### config.mk
export PLATFORM = sky130hd
export DESIGN_NAME = psev_ctrl
export DESIGN_NICKNAME = d
export VERILOG_FILES = /design/src/psev_pkg.sv /design/src/psev_ctrl.sv
export SDC_FILE = /design/constraint.sdc
export NUM_CORES = 1
export LEC_CHECK = 0
export ABC_AREA = 1
export BUFFER_PORTS_ARGS = -buffer_cell sky130_fd_sc_hd__clkbuf_2
export CAP_MARGIN = 20
export CORE_MARGIN = 1.5
export CORE_UTILIZATION = 44
export DETAILED_ROUTE_END_ITERATION = 16
export PLACE_DENSITY = 0.75
export SLEW_MARGIN = 40
export SYNTH_ARGS = -nofsm -noshare
export SYNTH_HDL_FRONTEND = slang
export SYNTH_SLANG_ARGS = --single-unit
### constraint.sdc
create_clock -name clock -period 3.3 [get_ports clock]
set_input_delay 0.66 -clock clock [delete_from_list [all_inputs] [get_ports clock]]
set_output_delay 0.66 -clock clock [all_outputs]
set_load 0.005 [all_outputs]
### src/psev_pkg.sv
package psev_pkg;

   localparam int WORD_W = 32;
   localparam int OP_W = 3;
   localparam int STATUS_W = 2;
   localparam int LEVEL_W = 8;
   localparam int STACK_DEPTH_DEF = 128;

   // Divider: magnitude of a * 2^16 needs 48 bits, two quotient bits per cycle.
   localparam int DIV_DVD_W = 48;
   localparam int DIV_STEPS_PER_CYCLE = 2;
   localparam int DIV_CYCLES = DIV_DVD_W / DIV_STEPS_PER_CYCLE;
   localparam int DIV_CNT_W = $clog2(DIV_CYCLES);

   localparam logic [OP_W-1:0] OP_PUSH = 3'd0;
   localparam logic [OP_W-1:0] OP_ADD = 3'd1;
   localparam logic [OP_W-1:0] OP_SUB = 3'd2;
   localparam logic [OP_W-1:0] OP_MUL = 3'd3;
   localparam logic [OP_W-1:0] OP_DIV = 3'd4;
   localparam logic [OP_W-1:0] OP_FINISH = 3'd5;

   localparam logic [STATUS_W-1:0] ST_OK = 2'd0;
   localparam logic [STATUS_W-1:0] ST_OVERFLOW = 2'd1;
   localparam logic [STATUS_W-1:0] ST_UNDERFLOW = 2'd2;
   localparam logic [STATUS_W-1:0] ST_DIVZERO = 2'd3;

   localparam logic [WORD_W-1:0] SAT_MAX = 32'h7FFF_FFFF;
   localparam logic [WORD_W-1:0] SAT_MIN = 32'h8000_0000;

   typedef struct packed {
      logic                load_req;
      logic                push;
      logic                read_below;
      logic                pop_answer;
      logic                refill_tos;
      logic                load_a;
      logic                mul_load;
      logic                div_start;
      logic                commit;
      logic                out_load;
      logic [STATUS_W-1:0] out_status;
      logic                out_answer;
   } ctrl_cmd_type;

   typedef struct packed {
      logic [OP_W-1:0] op;
      logic            empty;
      logic            has_two;
      logic            full;
      logic            divisor_zero;
      logic            div_done;
      logic            out_free;
   } dpath_status_type;

endpackage

### src/psev_ctrl.sv
module psev_ctrl (
   input  logic                       clock,
   input  logic                       reset,
   input  logic                       req_valid,
   output logic                       req_ready,
   input  psev_pkg::dpath_status_type st,
   output psev_pkg::ctrl_cmd_type     cmd
);
   import psev_pkg::*;

   localparam logic [2:0] S_IDLE = 3'd0;
   localparam logic [2:0] S_DECODE = 3'd1;
   localparam logic [2:0] S_READ = 3'd2;
   localparam logic [2:0] S_EXEC = 3'd3;
   localparam logic [2:0] S_MULRND = 3'd4;
   localparam logic [2:0] S_DIVWAIT = 3'd5;
   localparam logic [2:0] S_REFILL = 3'd6;
   localparam logic [2:0] S_RESULT = 3'd7;

   logic [2:0]          state_ff, state_in;
   logic [STATUS_W-1:0] status_ff, status_in;
   logic                answer_ff, answer_in;

   always_comb begin
      state_in = state_ff;
      status_in = status_ff;
      answer_in = answer_ff;
      cmd = '0;
      cmd.out_status = status_ff;
      cmd.out_answer = answer_ff;
      case (state_ff)
         S_IDLE: begin
            if (req_valid) begin
               cmd.load_req = 1'b1;
               status_in = ST_OK;
               answer_in = 1'b0;
               state_in = S_DECODE;
            end
         end
         S_DECODE: begin
            state_in = S_RESULT;
            case (st.op)
               OP_PUSH: begin
                  if (st.full) begin
                     status_in = ST_OVERFLOW;
                  end else begin
                     cmd.push = 1'b1;
                  end
               end
               OP_ADD, OP_SUB, OP_MUL, OP_DIV: begin
                  if (!st.has_two) begin
                     status_in = ST_UNDERFLOW;
                  end else begin
                     cmd.read_below = 1'b1;
                     state_in = S_READ;
                  end
               end
               OP_FINISH: begin
                  if (st.empty) begin
                     status_in = ST_UNDERFLOW;
                  end else begin
                     cmd.pop_answer = 1'b1;
                     answer_in = 1'b1;
                     // The entry below becomes the new top and must be fetched.
                     if (st.has_two) begin
                        cmd.read_below = 1'b1;
                        state_in = S_REFILL;
                     end
                  end
               end
               default: begin
               end
            endcase
         end
         S_READ: begin
            cmd.load_a = 1'b1;
            state_in = S_EXEC;
         end
         S_EXEC: begin
            state_in = S_RESULT;
            case (st.op)
               OP_MUL: begin
                  cmd.mul_load = 1'b1;
                  state_in = S_MULRND;
               end
               OP_DIV: begin
                  if (st.divisor_zero) begin
                     status_in = ST_DIVZERO;
                  end else begin
                     cmd.div_start = 1'b1;
                     state_in = S_DIVWAIT;
                  end
               end
               default: begin
                  cmd.commit = 1'b1;
               end
            endcase
         end
         S_MULRND: begin
            cmd.commit = 1'b1;
            state_in = S_RESULT;
         end
         S_DIVWAIT: begin
            if (st.div_done) begin
               cmd.commit = 1'b1;
               state_in = S_RESULT;
            end
         end
         S_REFILL: begin
            cmd.refill_tos = 1'b1;
            state_in = S_RESULT;
         end
         S_RESULT: begin
            if (st.out_free) begin
               cmd.out_load = 1'b1;
               state_in = S_IDLE;
            end
         end
         default: begin
            state_in = S_IDLE;
         end
      endcase
   end

   always_ff @(posedge clock) begin
      if (reset) begin
         state_ff <= S_IDLE;
         status_ff <= ST_OK;
         answer_ff <= 1'b0;
      end else begin
         state_ff <= state_in;
         status_ff <= status_in;
         answer_ff <= answer_in;
      end
   end

   assign req_ready = (state_ff == S_IDLE);

endmodule

==> parameters.txt <==
Parameter                              Value

Global route
  Maximum number of pins on one net before global-route repair    9
  Number of global-route vias before repair    around 620
  Global-route wire length before repair    2590 um
  Antenna violations before repair    0
  Total GRT Usage    0.234
  Total gr overflow    0

Timing
  Slew at the pin closest to its max-slew limit    0.386 ns
  Time the final worst path needs with I/O delays and setup    2.08 ns
  Setup repair after global routing missed its margin    no
  Slew Limit Fails    0
  Final setup violation count    0
  Skew final    0.00125 ns
  Max transition margin    0.742
  Fmax    ~0.48 GHz
  Final critical-path share of the clock period    0.629
  Setup TNS    0 ns
  Number of hold violations in the final report    0

Clocking
  TritonCTS clock tree    yes
  Number of buffers created by CTS    3
  Number of hold buffers added after CTS    0
  Post-CTS setup buffers    0
  Buffer depth of the longest clock path    2
  H-Tree Depth    1
  Root buf cell    sky130_fd_sc_hd__clkbuf_4
  Post-cts gate resize count    0
  Clock edge transition at the registers on the reported setup and hold paths    0.05 ns
  Number of clock sinks    6
  Clock latency on the worst-skew pair    between 0.2 and 0.3 ns

Critical path
  Type of element launching the critical path    flop
  Largest incremental delay on the critical path    0.55 ns
  Capturing element type of the critical path    output pin
  Crit Path Max Fanout    8
  Cell breakdown of the critical path    inv_1, o31ai_1, clkbuf_2
  Critical path data required time    2.64 ns
  Number of buffer and inverter instances along the worst setup path    2
  Kind of cell adding the most delay to the critical path    flip-flops
  CP Class    reg -> out
  Cell type of the slowest stage on the worst timing path    sky130_fd_sc_hd__dfxtp_1
  CP arrival    1.42 ns

Status
  Run status    finished clean

Floorplan
  Overall die area    1630 um^2
  Die Height    40.4 um
  Area of the core    1300 um^2
  Total I/O pin count    26
  Initial Util    0.472
  Site row count    13
  Die boundary width    40.4 um

Placed design
  # port buffers    25
  Final GP Congestion    0.945
  DP Area    728 um^2
  Estimated wirelength of the detail-placed design    around 1300 um

Synth
  Fraction of the yosys area taken by sequential cells    0.196
  Most common cell in the netlist    sky130_fd_sc_hd__nand2_1
  EDFF count, synth    0
  Adder and majority cell fraction of the synthesized area    0
  Yosys top cell area share    0.196
  Fraction of registers with async set or reset after synthesis    0
  Combinational family with the most area after synthesis    simple AND/OR/NAND/NOR gates
  Gate count of the mapped netlist    approximately 110
  Simple-gate share of the synthesized area    0.538
  Compound-cell area share of the yosys netlist    0.126
  Mux contribution to synthesized area    0
  Xor and xnor fraction of the mapped netlist area    0
  Synth Cell Area    614 um^2
  Synthesized Nets    118
  Prevailing post-synth register cell    sky130_fd_sc_hd__dfxtp_1
  Mapped Avg Cell Area    around 5.8 um^2
  Largest area contributor in the netlist    sky130_fd_sc_hd__dfxtp_1
  Number of synthesized register bits    6
  Main area contributors after synthesis    sky130_fd_sc_hd__dfxtp_1 (20%), sky130_fd_sc_hd__nand2_1 (14%), sky130_fd_sc_hd__nor2_1 (12%), sky130_fd_sc_hd__nand3_1 (8.1%), sky130_fd_sc_hd__inv_1 (7.9%)
  Commonest cells in the synthesized netlist    sky130_fd_sc_hd__nand2_1 (23), sky130_fd_sc_hd__nor2_1 (20), sky130_fd_sc_hd__inv_1 (13)
  YS warnings    0
  Number of distinct standard cells referenced by the synthesized netlist    21

Power
  VDD IR max    274 uV
  Power density relative to cell area    about 600 nW/um^2
  Leakage    about 0.43 nW

Route
  Total via count in the routed design    749
  Routed wire length    between 1500 and 2000 um
  Initial drt markers    10
  Number of nets still failing antenna checks after routing    0
  First-pass iteration count of the detailed router    4
  Residual DRC    0
  Via density per instance    approximately 5.1
  Routed len/inst    between 10 and 15 um

Hold path
  Worst hold-check path type    reg -> reg

Finish
  Ant diodes    0
  Area grow syn2layout    22.2%
  Layout Cell Area excl Fill    751 um^2
  Nets@finish    145
  Proportion of layout cells with a drive suffix above 1    0.313

Run
  Max capacitance violation total    0
## layout make-up
| class | count | area (um^2) |
|---|---|---|
| fill | 142 | 551 |
| multi-input combinational | 82 | 408 |
| timing repair buffer | 25 | 125 |
| sequential | 6 | 120 |
| inverter | 15 | 56.3 |
| clock buffer | 3 | 22.5 |
| tap | 15 | 18.8 |
## registers in the layout, indices dropped and copies added, names as in the netlist
name,count
status_ff,2
state_ff,3
answer_ff,1
## cell families (layout without fill, tap and decap cells)
logic type,after synthesis,after routing
AOI/OAI and AO/OA,12,12
DFF,6,6
buffers and inverters,18,43
and+or+nand+nor,70,70
## through the flow
stage	setup slack [ns]	cells	hold slack, ns	power, mW	utilization
global route	1.12	146	0.514	0.486	0.577
floorplan	1.60	106	0.469	0.309	-
global placement	1.30	143	0.464	0.364	0.560
CTS	1.23	146	0.484	0.441	0.577
finish	1.22	146	0.479	0.443	0.577
detailed placement	1.28	143	0.473	0.368	0.560
## routing by layer
layer	track usage	up-vias	part of all wire
met5	0	-	0
li1	-	394	-
met4	0.142	0	0.025
met2	0.381	29	0.49
met1	0.277	318	0.44
met3	0.0444	8	0.046
## where the power goes
| part | internal, mW | leakage, nW | switching [mW] |
|---|---|---|---|
| sequential | 0.0948 | 0.0495 | 0.0357 |
| clock | 0.0414 | 0.0138 | 0.0304 |
| combinational | 0.0937 | 0.370 | 0.147 |
| total | 0.230 | 0.433 | 0.213 |
## worst reg2reg max path, stage by stage (launching register included)
cell	delay, ns
sky130_fd_sc_hd__dfxtp_1	0.55
sky130_fd_sc_hd__inv_1	0.18
sky130_fd_sc_hd__nor2_1	0.23
sky130_fd_sc_hd__o21ai_0	0.16
sky130_fd_sc_hd__nor3_1	0.19
sky130_fd_sc_hd__a21oi_1	0.09
## final timing paths
path                      from           end  slack (ns)  depth (start not counted)
hold / removal    status_ff[0]  status_ff[0]        0.48                          2
setup / recovery   state_ff[2]        cmd[4]        1.22                          3
setup reg to reg   state_ff[0]   state_ff[0]        1.80                          5
hold reg to reg   status_ff[0]  status_ff[0]        0.48                          2
## cells in the final DEF (no fill, tap or decap), drive strengths merged
cell    synthesis  final
clkbuf          0     28
nand2          27     27
nor2           24     24
inv            15     15
nand3          11     11
dfxtp           6      6
nor3            5      5
o21ai           5      5
nand4           3      3
o21bai          2      2
a31oi           2      2
a21oi           2      2
o31ai           1      1
Power figures use the tool's default switching activity.
